--- src/design/bspch_pkg.sv ---
// Shared types and codes for the clip hull point classifier.
`default_nettype none

package bspch_pkg;

	// Item function codes.
	localparam logic [1:0] FuncNode     = 2'd0;
	localparam logic [1:0] FuncPlane    = 2'd1;
	localparam logic [1:0] FuncClassify = 2'd2;

	// Walk status codes.
	localparam logic [2:0] StLeaf     = 3'd0;
	localparam logic [2:0] StNoHull   = 3'd1;
	localparam logic [2:0] StBadPlane = 3'd2;
	localparam logic [2:0] StBadNode  = 3'd3;
	localparam logic [2:0] StLimit    = 3'd4;

	// Child code that marks solid contents.
	localparam logic [15:0] ChildSolid = 16'hFFFE;

	// Q1.14 unit used for the starting face normal.
	localparam logic [15:0] FaceOne = 16'h4000;

	// Width of the plane distance accumulator.
	localparam int DistW = 52;

	// Configuration registers as seen by the walker.
	typedef struct packed {
		logic [12:0] head_node;
		logic [12:0] node_count;
		logic [12:0] plane_count;
	} cfg_t;

	// One node table entry.
	typedef struct packed {
		logic [11:0] pref;
		logic [15:0] front;
		logic [15:0] back;
	} node_word_t;

	// One plane table entry.
	typedef struct packed {
		logic [15:0] nx;
		logic [15:0] ny;
		logic [15:0] nz;
		logic [31:0] offset;
	} plane_word_t;

	localparam int NodeW  = $bits(node_word_t);
	localparam int PlaneW = $bits(plane_word_t);

endpackage

`default_nettype wire

--- src/design/bspch_regs.sv ---
// APB configuration registers of the clip hull point classifier.
`default_nettype none

module bspch_regs
	import bspch_pkg::*;
(
	input  wire logic        clk,
	input  wire logic        arst_n,
	input  wire logic        psel,
	input  wire logic        penable,
	input  wire logic        pwrite,
	input  wire logic [3:0]  paddr,
	input  wire logic [31:0] pwdata,
	output logic      [31:0] prdata,
	output logic             pready,
	output cfg_t             cfg
);

	localparam logic [1:0] RegHead      = 2'd0;
	localparam logic [1:0] RegNodeCount = 2'd1;
	localparam logic [1:0] RegPlaneCnt  = 2'd2;

	cfg_t        cfg_q;
	logic        wr_en;
	logic [1:0]  reg_idx;

	assign pready  = 1'b1;
	assign wr_en   = psel && penable && pwrite;
	assign reg_idx = paddr[3:2];
	assign cfg     = cfg_q;

	// Register writes; an address beyond the list is ignored.
	always_ff @(posedge clk or negedge arst_n) begin
		if (!arst_n) begin
			cfg_q.head_node   <= 13'h1FFF;
			cfg_q.node_count  <= 13'd0;
			cfg_q.plane_count <= 13'd0;
		end else if (wr_en) begin
			unique case (reg_idx)
				RegHead:      cfg_q.head_node   <= pwdata[12:0];
				RegNodeCount: cfg_q.node_count  <= pwdata[12:0];
				RegPlaneCnt:  cfg_q.plane_count <= pwdata[12:0];
				default:      cfg_q <= cfg_q;
			endcase
		end
	end

	// Read data; the head node reads back sign extended.
	always_comb begin
		unique case (reg_idx)
			RegHead:      prdata = {{19{cfg_q.head_node[12]}}, cfg_q.head_node};
			RegNodeCount: prdata = {19'd0, cfg_q.node_count};
			RegPlaneCnt:  prdata = {19'd0, cfg_q.plane_count};
			default:      prdata = 32'd0;
		endcase
	end

endmodule

`default_nettype wire

--- config.mk ---
export PLATFORM = sky130hd
export DESIGN_NAME = bspch_regs
export DESIGN_NICKNAME = d
export VERILOG_FILES = /design/src/design/bspch_pkg.sv /design/src/design/bspch_regs.sv
export SDC_FILE = /design/constraint.sdc
export NUM_CORES = 1
export LEC_CHECK = 0
export BUFFER_PORTS_ARGS = -buffer_cell sky130_fd_sc_hd__clkbuf_2
export CORE_MARGIN = 8
export CORE_UTILIZATION = 44
export CTS_CLUSTER_DIAMETER = 30
export CTS_CLUSTER_SIZE = 24
export DETAILED_ROUTE_END_ITERATION = 12
export PLACE_DENSITY = 0.8
export SLEW_MARGIN = 20
export SYNTH_ARGS = -nofsm -noshare
export SYNTH_HDL_FRONTEND = slang
export SYNTH_SLANG_ARGS = --single-unit
--- constraint.sdc ---
create_clock -name clk -period 3.1 [get_ports clk]
set_input_delay 0.465 -clock clk [delete_from_list [all_inputs] [get_ports clk]]
set_output_delay 0.465 -clock clk [all_outputs]
set_load 0.02 [all_outputs]
; Word level (Yosys, flattened, before mapping)
; Cells that the tools add are included.
; W data, S select, Z words.
[word_totals]
wordCells = 12
ram_bits = 0
latch_bits = 0
mem_bits_ro = 0
n_memories = 0
output_inout_bits = 72
register_bits = 39
input_bits = 41
[op_classes]
muxes = 1
n_div = 0
n_addsub = 0
n_eq_ne = 2
n_reduce_logical = 6
bitwise_logic = 0
mul = 0
n_lt_le_gt_ge = 0
shifts = 0
[op_table]
columns = operator, count
row1 = $pmux W32 S3, 1
row2 = $reduce_and A2 Y1, 3
row3 = $eq A2 B1 Y1 const B, 1
row4 = $eq A2 B2 Y1 const B, 1
row5 = $logic_and A1 B1 Y1, 2
row6 = $logic_not A2 Y1, 1

; Depth between registers and ports, before layout
[depth]
word_depth = 3
ltp_mapped = 5
ltp_nobuf = 3

; Least setup slack after synthesis
; OpenSTA, ideal clock, no wires.
[synth_timing]
path_type = input to output
from = in paddr[2]
to = out prdata[14]
setup_slack_ps = 4
required_ps = 2635
path_buffers = 3
path_stages = 4
t_arrival_ps = 2631
path_cell_list = buf_6 buf_2 nor3b_1 buf_4
[synth_via]
elab_chain_len = 2
word_cells_on_any_way = 4
cone_classes = 2 x eq/ne / 1 x mux / 1 x reduce/logical
[synth_lines]
columns = element, line_no
row1 = "start, declared", bspch_regs.sv:12  ; input wire logic [3:0] paddr,
row2 = $eq A2 B2 Y1 (tied with other cells), bspch_regs.sv:50  ; unique case (reg_idx)
row3 = $pmux W32 S3 (*), bspch_regs.sv:50
row4 = "end, declared", bspch_regs.sv:14  ; output logic [31:0] prdata,
; Every way passes the cells marked *; elsewhere a longest branch is shown, timed or not.

; Worst setup path in the final report
[layout_timing]
from = in paddr[3]
to = out prdata[10]
; The elaborated chain is that of the path after synthesis.

==> results list <==
* Clock latency of the later-clocked register in the worst-skew pair: 0.28 ns
* N_diodes: 0
* Leftover overflow at the end of global routing: 0
- At the worst endpoint, the required time is 2.63 ns.
- Relative slew slack: 0.356
- Of all cell types, the one taking the most synthesized area is dfrtp_1.
- Setup repair after global routing left no endpoint under its margin.
* Number of cells upsized or downsized after cts: 0
- Cell at the root of the clock tree: clkbuf_8
* First drt pass iteration count: 4
- In the synthesized netlist the async set-or-reset flop fraction comes to 1.00.
* CP max FO: 18
- TritonCTS sink count: 39
- Of the total power, combinational logic draws 0.368.
* Growth of design area from synthesis to finish: 23.4%
* Status: complete, no violations
- Worst path top cell family by delay: buffers and inverters
* Met3 Wirelength: 448 um
- Cell internal power was estimated by the tool at 1070 uW.
- Number of enable flip-flop cells after synthesis: 0
- Traced cell by cell, the critical path runs through clkbuf_2 -> nor2b_1 -> buf_4 -> nand2_1 -> o21ai_0 -> clkbuf_2.
- 113 I/O pins were placed.
* Crit-path slowest cell: nor2b_1
- At the placement stage, the worst setup path has a slack of 0.728 ns.
- Category of the worst setup path launch point: input port
* Inst Count DP: 272
- After detailed routing, the number of vias per cell comes to 5.02.
- For this block, the initial DRC count from the detailed router was 24.
- After floorplanning, the core was sized to cover 4320 sq um.
- Of the total power, the share spent switching nets is 0.377.
* Number of standard cells in the layout, taps in and fillers out: 280
* Count of hold-fix buffers inserted at cts: 0
- Vertical extent of the die: 82.7 um
* Detailed placement HPWL: 3570 um
- Together, buffers and inverters on the worst path number 3.
- STA puts the critical path data arrival time at 1.88 ns.
- Total power per unit cell area: 711 nW/um^2
- The routed layout has 1406 vias.
* Clock tree from TritonCTS: yes
* Critical path's largest stage delay: 0.42 ns
- Number of H-tree branching levels: 2
- For this run, design rule violations remaining after detail routing come to 0.
- Post-synthesis sequential element count: 39
- The final max-slew violation count came to 0.
- The most common cell in the synthesized netlist is mux2_2.
* Maximum resistive drop on vdd: 0.000443 V
- Path class of the lowest-slack min-delay path: input port to async pin
* Top post-synthesis cells by area: dfrtp_1, dfstp_2, mux2_2
* Area of the die: 6840 sq um
* Total area of multi-input combinational cells: 779 sq um
- Buffer depth of the longest clock path: 2
* Row count: 24
* Critical path endpoint category: output pin
- Setup violations remaining at the end of the flow were counted as 0.
* Final ANT Viol Nets: 0
* Maximum clock rate: 427 MHz
* Number of antenna violations at the first check in global routing: 0
- Top Metal Used: met4
* Portion of synthesized cell area occupied by the leading cell type: 0.332
- Summed over all failing endpoints, the final setup total negative slack is 0 ns.
- Cts bufs inserted: 5
* DR WL met2: 2210 um
- Yosys synthesis warning count: 0
- Prevailing post-synth register cell: dfrtp_1
- Entering global routing, the biggest net connects 40 pins.
- For this configuration, the core starts out at a cell density of 0.453.
* DIE WIDTH: 82.7 um
* Worst hold margin: 0.311 ns
- Synthesis produced a netlist with a net count of 192.
* Met1 WL: 2100 um
- Routability Congestion: 0.729
- Cell leakage power: 0.00125 uW
- Tightest Pin Transition: 0.966 ns
* Fraction of final layout cells with drive strength greater than 1: 0.693
- The number of hold violations in the final report is 0.
- Synthesis produced a netlist whose cell count is 151.
- Cell area after technology mapping: 1960 sq um
- Buffer count from post-CTS setup fixing: 0
* Routed len/inst: 17.1 um
- The number of different library cells used by synthesis comes to 17.
* Mean instance size in the synthesized netlist: 13.0 sq um
* NumNets Final: 268
- Tot GR Track Use: 0.145
- Via count of the first global-routing pass: 1511
- NetSw: 647 uW
- The smallest clock period supported by the final layout is computed as 2.34 ns.
- Counting the fill cells in the layout gives 366.
- Input and output buffers added on the ports amount to 90.
- In the final layout, flip-flops and latches occupy 992 sq um.
- Worst setup path category: input port to output pin
* Clock network fraction of total power: 0.194
- Sequential area share after synthesis: 0.506
* Portion of total power attributed to sequential cells: 0.438
* Setup ws final: 0.760 ns
* Final wirelength: 4800 um
- Max reg flops: 39
* Most common cell on crit path: clkbuf_2
- Share of the core filled with cells: 0.559
- After clock tree synthesis, the clock-pin slew on the worst setup and hold paths is 0.08 ns.
- Across the run, the number of max-cap violations was 0.
- The commonest cells after synthesis are mux2_2, dfrtp_1, buf_4.
- Dividing the final minimum period by the clock period gives 0.755.
- Worst clock skew: 0 ns
* Global-route wire length before repair: 7490 um
[layer usage]
layer	GRT usage	vias to the layer above
met1	0.181	681
met5	0	-
met4	0.0414	0
li1	-	652
met2	0.235	68
met3	0.0444	5
[logic make-up (layout without fill, tap and decap cells)]
logic type / after synthesis / in the layout / share of synthesized area
flops: 39 / 39 / 0.506
compound gates: 13 / 13 / 0.0332
other cells: 1 / 1 / 0.00191
buf+inv: 27 / 104 / 0.0983
mux: 52 / 52 / 0.310
simple gates: 19 / 19 / 0.0504
[area by class of cell]
cell class                 instances  share of cell area
clock inverter                     2             0.00518
clock buffer                       6              0.0300
multi-input combinational         85               0.322
tap                               52              0.0269
sequential                        39               0.410
timing repair buffer              96               0.205
[power by group through the flow]
stage | clock (uW) | combinational (uW) | sequential, uW
floorplan | 0 | 284 | 897
global placement | 0 | 633 | 755
detailed placement | 0 | 646 | 761
CTS | 347 | 646 | 754
global route | 362 | 682 | 775
finish | 333 | 633 | 752
[stage by stage]
stage	cell area [sq um]	total power [uW]
floorplan	1960	1180
global placement	2330	1390
detailed placement	2330	1410
CTS	2420	1750
global route	2420	1820
finish	2420	1720
[cells in the final DEF, fill, tap and decap left out, drive strengths merged, types with 3 or more instances in the layout]
cell    Yosys  layout
mux2       39      39
dfrtp      26      26
nor3b       3       3
o21ai      13      13
dfstp      13      13
buf        25       6
clkbuf      2      96
mux2i      13      13
nand2      13      13
[final timing paths]
| check | startpoint | to | slack [ns] | cells past startpoint |
|---|---|---|---|---|
| worst max-delay path | paddr[3] | prdata[10] | 0.76 | 6 |
| worst min-delay path | arst_n | cfg[23] | 0.31 | 1 |
| worst max register to register | cfg[5] | cfg[5] | 2.31 | 1 |
| worst min register to register | cfg[19] | cfg[19] | 0.54 | 1 |
| max in group asynchronous | arst_n | cfg[11] | 2.18 | 1 |
| min in group clk | pwdata[12] | cfg[25] | 0.43 | 2 |
Power figures use the tool's default switching activity.
