`src/design/bspch_pkg.sv`:
```
// Shared types and codes for the clip hull point classifier.
`default_nettype none

package bspch_pkg;

	// Item function codes.
	localparam logic [1:0] FuncNode     = 2'd0;
	localparam logic [1:0] FuncPlane    = 2'd1;
	localparam logic [1:0] FuncClassify = 2'd2;

	// Walk status codes.
	localparam logic [2:0] StLeaf     = 3'd0;
	localparam logic [2:0] StNoHull   = 3'd1;
	localparam logic [2:0] StBadPlane = 3'd2;
	localparam logic [2:0] StBadNode  = 3'd3;
	localparam logic [2:0] StLimit    = 3'd4;

	// Child code that marks solid contents.
	localparam logic [15:0] ChildSolid = 16'hFFFE;

	// Q1.14 unit used for the starting face normal.
	localparam logic [15:0] FaceOne = 16'h4000;

	// Width of the plane distance accumulator.
	localparam int DistW = 52;

	// Configuration registers as seen by the walker.
	typedef struct packed {
		logic [12:0] head_node;
		logic [12:0] node_count;
		logic [12:0] plane_count;
	} cfg_t;

	// One node table entry.
	typedef struct packed {
		logic [11:0] pref;
		logic [15:0] front;
		logic [15:0] back;
	} node_word_t;

	// One plane table entry.
	typedef struct packed {
		logic [15:0] nx;
		logic [15:0] ny;
		logic [15:0] nz;
		logic [31:0] offset;
	} plane_word_t;

	localparam int NodeW  = $bits(node_word_t);
	localparam int PlaneW = $bits(plane_word_t);

endpackage

`default_nettype wire

```
`src/design/bspch_walk.sv`:
```
// Tree walker: loads table entries and walks the hull for classify items.
`default_nettype none

module bspch_walk
	import bspch_pkg::*;
#(
	parameter int NODE_DEPTH  = 4096,
	parameter int PLANE_DEPTH = 4096,
	parameter int MAX_STEPS   = 64
) (
	input  wire logic                           clk,
	input  wire logic                           arst_n,
	input  wire cfg_t                           cfg,
	input  wire logic                           in_valid,
	output logic                                in_ready,
	input  wire logic [1:0]                     func,
	input  wire logic [11:0]                    slot,
	input  wire logic [11:0]                    plane_ref,
	input  wire logic [15:0]                    front_child,
	input  wire logic [15:0]                    back_child,
	input  wire logic [15:0]                    normal_x,
	input  wire logic [15:0]                    normal_y,
	input  wire logic [15:0]                    normal_z,
	input  wire logic [31:0]                    plane_offset,
	input  wire logic [31:0]                    point_x,
	input  wire logic [31:0]                    point_y,
	input  wire logic [31:0]                    point_z,
	output logic                                out_valid,
	input  wire logic                           out_ready,
	output logic                                is_solid,
	output logic      [15:0]                    face_x,
	output logic      [15:0]                    face_y,
	output logic      [15:0]                    face_z,
	output logic      [2:0]                     status,
	output logic                                node_we,
	output logic      [$clog2(NODE_DEPTH)-1:0]  node_waddr,
	output node_word_t                          node_wdata,
	output logic                                node_re,
	output logic      [$clog2(NODE_DEPTH)-1:0]  node_raddr,
	input  wire node_word_t                     node_rdata,
	output logic                                plane_we,
	output logic      [$clog2(PLANE_DEPTH)-1:0] plane_waddr,
	output plane_word_t                         plane_wdata,
	output logic                                plane_re,
	output logic      [$clog2(PLANE_DEPTH)-1:0] plane_raddr,
	input  wire plane_word_t                    plane_rdata
);

	localparam int NAW = $clog2(NODE_DEPTH);
	localparam int PAW = $clog2(PLANE_DEPTH);
	localparam int SW  = $clog2(MAX_STEPS + 1);
	localparam logic [16:0] NodeLim  = 17'(NODE_DEPTH);
	localparam logic [16:0] PlaneLim = 17'(PLANE_DEPTH);
	localparam logic [SW-1:0] StepLim = SW'(MAX_STEPS);

	typedef enum logic [1:0] {
		S_IDLE,
		S_PLANE,
		S_MUL,
		S_DONE
	} state_t;

	state_t          state_q;
	logic [1:0]      k_q;
	logic [SW-1:0]   steps_q;
	logic [15:0]     fx_q, fy_q, fz_q;
	logic            solid_q;
	logic [2:0]      status_q;
	logic            out_valid_q;

	logic [31:0]             px_q, py_q, pz_q;
	logic signed [47:0]      prod_q;
	logic signed [DistW-1:0] acc_q;

	logic                    accept;
	logic                    head_neg;
	logic                    no_hull;
	logic                    head_bad;
	logic                    pref_bad;
	logic signed [15:0]      op_n;
	logic signed [31:0]      op_p;
	logic signed [47:0]      mul_c;
	logic signed [DistW-1:0] off_sh;
	logic signed [DistW-1:0] dsum;
	logic                    front;
	logic [15:0]             next_node;
	logic                    next_bad;
	logic [SW-1:0]           steps_next;
	logic [15:0]             nfx, nfy, nfz;

	// True when a node index is at or beyond the usable node count.
	function automatic logic node_oob(input logic [15:0] idx, input logic [12:0] cnt);
		logic [16:0] w;
		w = {1'b0, idx};
		return (w >= {4'd0, cnt}) || (w >= NodeLim);
	endfunction

	assign accept    = in_valid && in_ready;
	assign in_ready  = (state_q == S_IDLE);
	assign out_valid = out_valid_q;

	// Table writes for load items; slots beyond the depth are dropped.
	assign node_we     = accept && (func == FuncNode) && ({5'd0, slot} < NodeLim);
	assign node_waddr  = NAW'(slot);
	assign node_wdata  = '{pref: plane_ref, front: front_child, back: back_child};
	assign plane_we    = accept && (func == FuncPlane) && ({5'd0, slot} < PlaneLim);
	assign plane_waddr = PAW'(slot);
	assign plane_wdata = '{nx: normal_x, ny: normal_y, nz: normal_z, offset: plane_offset};

	// Hull checks at the head node and at a node entry.
	assign head_neg = cfg.head_node[12];
	assign no_hull  = head_neg || (cfg.node_count == 13'd0);
	assign head_bad = node_oob({3'd0, cfg.head_node}, cfg.node_count);
	assign pref_bad = ({5'd0, node_rdata.pref} >= {4'd0, cfg.plane_count})
		|| ({5'd0, node_rdata.pref} >= PlaneLim);

	// Operand selection for the shared multiplier, one product per cycle.
	always_comb begin
		unique case (k_q)
			2'd0: begin
				op_n = $signed(plane_rdata.nx);
				op_p = $signed(px_q);
			end
			2'd1: begin
				op_n = $signed(plane_rdata.ny);
				op_p = $signed(py_q);
			end
			default: begin
				op_n = $signed(plane_rdata.nz);
				op_p = $signed(pz_q);
			end
		endcase
	end

	assign mul_c  = op_n * op_p;
	assign off_sh = {{6{plane_rdata.offset[31]}}, plane_rdata.offset, 14'd0};

	// Side decision once the last product is in.
	assign dsum       = acc_q + {{(DistW - 48){prod_q[47]}}, prod_q};
	assign front      = !dsum[DistW-1];
	assign next_node  = front ? node_rdata.front : node_rdata.back;
	assign next_bad   = node_oob(next_node, cfg.node_count);
	assign steps_next = steps_q + SW'(1);
	assign nfx = front ? (~plane_rdata.nx + 16'd1) : plane_rdata.nx;
	assign nfy = front ? (~plane_rdata.ny + 16'd1) : plane_rdata.ny;
	assign nfz = front ? (~plane_rdata.nz + 16'd1) : plane_rdata.nz;

	// Memory read requests: head node on accept, child node after a decision.
	always_comb begin
		node_re     = 1'b0;
		node_raddr  = NAW'(cfg.head_node);
		plane_re    = (state_q == S_PLANE) && !pref_bad;
		plane_raddr = PAW'(node_rdata.pref);
		if (state_q == S_IDLE) begin
			node_re = accept && (func == FuncClassify) && !no_hull && !head_bad;
		end else if (state_q == S_MUL && k_q == 2'd3) begin
			node_re    = !next_node[15] && (steps_next != StepLim) && !next_bad;
			node_raddr = NAW'(next_node);
		end
	end

	// Distance datapath: point capture, product and running sum.
	always_ff @(posedge clk) begin
		if (accept) begin
			px_q <= point_x;
			py_q <= point_y;
			pz_q <= point_z;
		end
		if (state_q == S_MUL) begin
			prod_q <= mul_c;
			if (k_q == 2'd0) begin
				acc_q <= -off_sh;
			end else begin
				acc_q <= dsum;
			end
		end
	end

	// Walk sequencer and result register.
	always_ff @(posedge clk or negedge arst_n) begin
		if (!arst_n) begin
			state_q     <= S_IDLE;
			k_q         <= 2'd0;
			steps_q     <= '0;
			fx_q        <= 16'd0;
			fy_q        <= 16'd0;
			fz_q        <= FaceOne;
			solid_q     <= 1'b0;
			status_q    <= StLeaf;
			out_valid_q <= 1'b0;
			is_solid    <= 1'b0;
			face_x      <= 16'd0;
			face_y      <= 16'd0;
			face_z      <= 16'd0;
			status      <= StLeaf;
		end else begin
			// A taken result beat empties the output register unless a new one loads.
			if (out_valid_q && out_ready && state_q != S_DONE) begin
				out_valid_q <= 1'b0;
			end
			unique case (state_q)
				S_IDLE: begin
					if (accept && func == FuncClassify) begin
						fx_q    <= 16'd0;
						fy_q    <= 16'd0;
						fz_q    <= FaceOne;
						solid_q <= 1'b0;
						steps_q <= '0;
						if (no_hull) begin
							status_q <= StNoHull;
							state_q  <= S_DONE;
						end else if (head_bad) begin
							status_q <= StBadNode;
							state_q  <= S_DONE;
						end else begin
							state_q <= S_PLANE;
						end
					end
				end
				S_PLANE: begin
					k_q <= 2'd0;
					if (pref_bad) begin
						status_q <= StBadPlane;
						state_q  <= S_DONE;
					end else begin
						state_q <= S_MUL;
					end
				end
				S_MUL: begin
					k_q <= k_q + 2'd1;
					if (k_q == 2'd3) begin
						fx_q    <= nfx;
						fy_q    <= nfy;
						fz_q    <= nfz;
						steps_q <= steps_next;
						if (next_node[15]) begin
							solid_q  <= (next_node == ChildSolid);
							status_q <= StLeaf;
							state_q  <= S_DONE;
						end else if (steps_next == StepLim) begin
							status_q <= StLimit;
							state_q  <= S_DONE;
						end else if (next_bad) begin
							status_q <= StBadNode;
							state_q  <= S_DONE;
						end else begin
							state_q <= S_PLANE;
						end
					end
				end
				S_DONE: begin
					if (!out_valid_q || out_ready) begin
						is_solid    <= solid_q;
						face_x      <= fx_q;
						face_y      <= fy_q;
						face_z      <= fz_q;
						status      <= status_q;
						out_valid_q <= 1'b1;
						state_q     <= S_IDLE;
					end
				end
				default: state_q <= S_IDLE;
			endcase
		end
	end

endmodule

`default_nettype wire

```
`config.mk`:
```
export PLATFORM = sky130hd
export DESIGN_NAME = bspch_walk
export DESIGN_NICKNAME = d
export VERILOG_FILES = /design/src/design/bspch_pkg.sv /design/src/design/bspch_walk.sv
export SDC_FILE = /design/constraint.sdc
export NUM_CORES = 2
export LEC_CHECK = 0
export BUFFER_PORTS_ARGS = -buffer_cell sky130_fd_sc_hd__buf_4
export CORE_MARGIN = 5
export CORE_UTILIZATION = 50
export CTS_CLUSTER_DIAMETER = 200
export DETAILED_ROUTE_END_ITERATION = 16
export GPL_ROUTABILITY_DRIVEN = 0
export PLACE_DENSITY_LB_ADDON = 0.3
export SLEW_MARGIN = 20
export SYNTH_ARGS = -nofsm -noshare
export SYNTH_HDL_FRONTEND = slang
export SYNTH_SLANG_ARGS = --single-unit
```
`constraint.sdc`:
```
create_clock -name clk -period 10.7 [get_ports clk]
set_clock_uncertainty 0.2 [all_clocks]
set_input_delay 3.21 -clock clk [delete_from_list [all_inputs] [get_ports clk]]
set_output_delay 3.21 -clock clk [all_outputs]
set_load 0.02 [all_outputs]
```
After elaboration in Yosys (flattened, before gate mapping). Cells that the tools add are included.

Add/sub/neg operators: 7. Multiply operators: 1. $lt $le $gt $ge: 5. Equality and inequality tests: 18. Muxes and demuxes: 49. Bitwise gates (word level): 3. Reductions and logical operators: 34.

Operators with widths (count): $mux 16 (9); $pmux 16 s2 (4); $pmux 32 s2 (1); $add 52x52->52 (1); $mux 52 (1); $neg 46->52 (1); $add 16x1->16 const B (3); $mul 16x32->48 (1); $not 16->16 (3); $mux 12 (2); $mux 3 (8); $eq 16x16->1 const B (1); $ge 16x13->1 (1); $ge 16x13->1 const B (1); $mux 2 (8); $mux 7 (2); $pmux 7 s2 (1); $ge 12x13->1 (1); $ge 13x13->1 (1); $ge 13x13->1 const B (1); $logic_not 13->1 (1); $logic_and 1x1->1 (12); $mux 1 (9); $pmux 3 s3 (1); 22 further kinds (43).

Bits in registers: 312. Input port bits: 401. Output and inout port bits: 230. Logic and storage cells: 136.

Depth between registers and ports, before layout.
Depth in word-level cells: 9. Depth in mapped cells: 32. Depth with buffers taken out: 29.

Least setup slack after synthesis. OpenSTA, ideal clock, no wires.

Path kind: input to register. Start: input port plane_rdata[68] (netlist bit). End: register prod_q[46], data pin. Library setup time: 0.264 ns. Arrival: 9.458 ns. Data required time: 10.236 ns. Path slack: 0.778 ns. Stages: 25. Buffers on the path: 1. Path through: a22o_1 -> a21oi_1 -> clkbuf_1 -> nor2_1 -> fa_1 -> inv_1 -> fa_1 -> fa_1 -> inv_1 -> fa_1 -> fa_1 -> inv_1 -> fa_1 -> inv_1 -> ha_1 -> a21o_1 -> a21o_1 -> a21o_1 -> a22o_1 -> a211oi_1 -> a31oi_1 -> a21oi_1 -> o21ai_0 -> a221oi_1 -> xnor2_1.

Word-level cells in the longest chain between the ends: 2.

Ends and longest elaborated chain: from (decl) (line bspch_walk.sv:46) `input wire plane_word_t plane_rdata`; $pmux 16 s2 (line bspch_walk.sv:119) `unique case (k_q)`; $mul 16x32->48 (line bspch_walk.sv:135) `assign mul_c = op_n * op_p;`; named net mul_c[46] (line bspch_walk.sv:82) `logic signed [47:0] mul_c;`; to (signal assigned) (line bspch_walk.sv:170) `prod_q <= mul_c;`; to (decl) (line bspch_walk.sv:72) `logic signed [47:0] prod_q;`.

The timed path passes the listed nets, and every way through them passes these cells. A chain may end at the register's enable or synchronous reset.

Worst setup path after layout.
Start: register prod_q[47]. End: output port node_re.

Word-level cells in the longest chain between the ends: 8. Elaborated cells between the ends (all ways): 11. Classes of those cells: add/sub: 1; order compare: 2; mux: 3; reduce/logical: 5.

Ends and longest elaborated chain: $add 52x52->52 (*) (line bspch_walk.sv:139) `assign dsum = acc_q + {{(DistW - 48){prod_q[47]}}, prod_q};`; $mux 16 (*) (line bspch_walk.sv:141) `assign next_node = front ? node_rdata.front : node_rdata.back;`; $ge 16x13->1 (line bspch_walk.sv:95) `return (w >= {4'd0, cnt}) || (w >= NodeLim);`; $logic_or 1x1->1 (line bspch_walk.sv:95); $logic_not 1->1 (line bspch_walk.sv:157) `node_re = !next_node[15] && (steps_next != StepLim) && !next_bad;`; $logic_and 1x1->1 (*) (line bspch_walk.sv:157); $mux 1 (*) (line bspch_walk.sv:156) `end else if (state_q == S_MUL && k_q == 2'd3) begin`; $mux 1 (*) (line bspch_walk.sv:154) `if (state_q == S_IDLE) begin`; to (decl) (line bspch_walk.sv:38) `output logic node_re,`.

Every way passes the cells marked *; elsewhere a longest branch is shown, timed or not.

==> flow_summary.ini <==
[place]
place_hpwl_um = 86700
place_inst = 4954
place_ws_ns = 0.178
port_buffers = 346

[clock_network]
cts_tree = built
cts_root_buf = clkbuf_16
cts_buffers = 38
postCtsSetupBuffers = 0
ctsResizeCount = 0
clk_latency_ns = 0.58
clock-sinks = 312
hold_buffers = 0
cts_buffer_depth = 3
htree_levels = 2
clk_pin_slew_ns = 0.06

[worst_setup_path]
worstPathRequired_ns = 7.29
crit_chain = ha_1 > a21o_1 > nand2_1 > nand2b_1 > a21oi_1 > o21ai_0 > nor3_4 > buf_4 > mux2i_1 > ha_1 > nand2b_1 > a21o_1 > a21o_1 > a21o_1 > a21o_1 > a21oi_1 > o211ai_1 > a31oi_2 > inv_1 > o21ai_0 > buf_4 > buf_4
max_stage_delay_ns = 0.76
crit_path_max_fanout = 15
path_buf_inv = 4
crit_family = compound AO/OA/AOI/OAI gates
cp_slowest_cell = a21oi_1
cp.arrival_ns = 6.75
critPathMostFrequentCell = a21o_1
setup.worst_path.class = reg2out
startpoint_type = flop
end_kind = output port

[global_routing]
grt_pass1_vias = 29434
antenna_found_initial = 7
grt_max_degree = 75
grt_first_pass_wirelength_um = 165000
gr-total-overflow = 0
grt_usage = 0.271

[logic_synthesis]
synth_area_mm2 = 0.0362
synth_top_area_share = 0.270
synth.area.top_cells = fa_1 27%, edfxtp_1 16%, dfrtp_1 8.0%
synthDistinctLibCells = 74
ys_async_sr_fraction = 0.372
syn_nets = 4986
synth_area_per_cell_um2 = 9.32
yosys-top-cells-count = 660 x inv_1, 487 x fa_1, 477 x nand2_1
synth.most_common_cell = inv_1
seq_area_frac_synth = 0.243
syn_inst = 3883
synth-seq-cells = 312
yosysTopAreaCell = fa_1
synth_ff_type = edfxtp_1
synth_warnings = 0
synth_edf_count = 196

[timing]
hold_viol_final = 0
finalCritPeriodShare = 0.950
fin_crit_ns = 10.16
timing.fmax_mhz = 98.4
slew_headroom = 0.182
finalMaxSlewViolations = 0
fin_tns_setup_ns = 0
finalSetupViolations = 0
worst_pin_slew_ns = 1.23
rsz0062_at_grt = no
setup_slack_ns = 0.540

[detailed_routing]
avgRoutedWirePerCell_um = 21.0
drtAntennaViolNets = 0
drt_wl_total_um = 106000
drc = 0
drt-initial-drc-count = 2519
num_vias = 28526
drtPass1Iterations = 7
viasPerCell = 5.67

[floorplan]
io_pins = 631
die-area_mm2 = 0.0778
die_x_um = 279
core.rowCount = 98
die_y_um = 279
core_mm2 = 0.0716
initial_core_util = 0.505

[outcome]
status = finished, final reports clean

[final_layout]
finalNetCount = 5148
syn_to_final_growth_pct = 11.4
drive_gt1_frac = 0.143
stdcell_count = 5028
fillers = 6413

[job]
drv_cap = 0

[hold_path]
hold_class = reg2reg
-- layout make-up --
class	count	area, um^2	area share
diodes	3	7.51	0.000186
repair buffers	427	3320	0.0824
well taps	950	1190	0.0295
clock inverters	25	236	0.00587
flip-flops and latches	312	8790	0.218
clock buffers	45	1040	0.0257
multi-input cells	2605	23200	0.576
inverters	661	2480	0.0617
-- final timing paths --
check	startpoint	end	slack, ns	depth (start not counted)
hold reg to reg	fz_q[4]	fz_q[4]	0.28	2
min in group asynchronous	arst_n	face_x[0]	2.43	1
hold / removal	fz_q[4]	fz_q[4]	0.28	2
setup / recovery	prod_q[47]	node_re	0.54	22
max in group asynchronous	arst_n	status[1]	6.45	2
setup reg to reg	k_q[0]	prod_q[45]	1.63	30
-- cells in the final DEF, fill, tap and decap left out, types with 17 or more instances in the layout --
cell type,Yosys,final
mux2_2,63,63
xnor2_1,83,83
a22o_1,50,50
nand4_1,26,26
fa_1,487,487
nand3_1,39,39
xor2_1,72,72
nor2_1,339,338
nor3_1,34,34
a21o_1,101,101
o21ai_0,154,153
a211oi_1,17,17
ha_1,215,212
a21oi_1,170,163
inv_1,660,659
edfxtp_1,196,196
nand2_1,477,476
nor2b_1,18,18
or3_1,17,17
dfrtp_1,115,115
o31ai_1,17,17
nand2b_1,20,20
buf_4,162,418
clkbuf_16,0,39
-- registers in the layout, indices dropped and copies added (netlist names), 7 cells and up --
register and cells:
acc_q 52, prod_q 48, px_q 32, py_q 32, pz_q 32, face_x 16, face_y 16, face_z 16
fx_q 16, fy_q 16, fz_q 16, steps_q 7
-- metal layers --
layer  up-vias  track usage  share of wire  wire length [um]
met4         6        0.127          0.057              5990
met3       365       0.0620          0.093              9800
li1      12683            -              -                 -
met5         -            0        0.00033                35
met2      1324        0.434           0.46             48500
met1     14148        0.354           0.39             41300
-- worst register-to-register path: cells and delay by family (launching register included) --
| family | cells | cell delay [ns] |
|---|---|---|
| adder cells (fa/ha/maj) | 8 | 3.95 |
| flip-flops | 1 | 0.41 |
| buffers and inverters | 9 | 1.23 |
| AO/OA/AOI/OAI | 7 | 2.19 |
| AND/OR/NAND/NOR | 6 | 0.92 |
-- per-stage QoR --
step / hold WS, ns / util / cell area [um^2]
2_1_floorplan: 0.246 / - / 36200
3_3_place_gp: 0.261 / 0.544 / 39000
3_5_place_dp: 0.266 / 0.544 / 39000
4_1_cts: 0.279 / 0.562 / 40300
5_1_grt: 0.293 / 0.562 / 40300
6_report: 0.276 / 0.563 / 40300
-- cell families (layout without fill, tap and decap cells) --
kind of cell,count (synthesis),in the layout,share of synthesized area
muxes,73,73,0.0224
and+or+nand+nor,1042,1042,0.124
buffers and inverters,966,1158,0.117
AOI/OAI and AO/OA,633,633,0.112
adders and majority gates,702,702,0.344
xor gates and xnor gates,155,155,0.0375
other,0,3,0
DFF,312,312,0.243
Power is left out: the tool's default activity adds up to more than one toggle a clock period on the data nets, which glitch-free logic cannot reach.
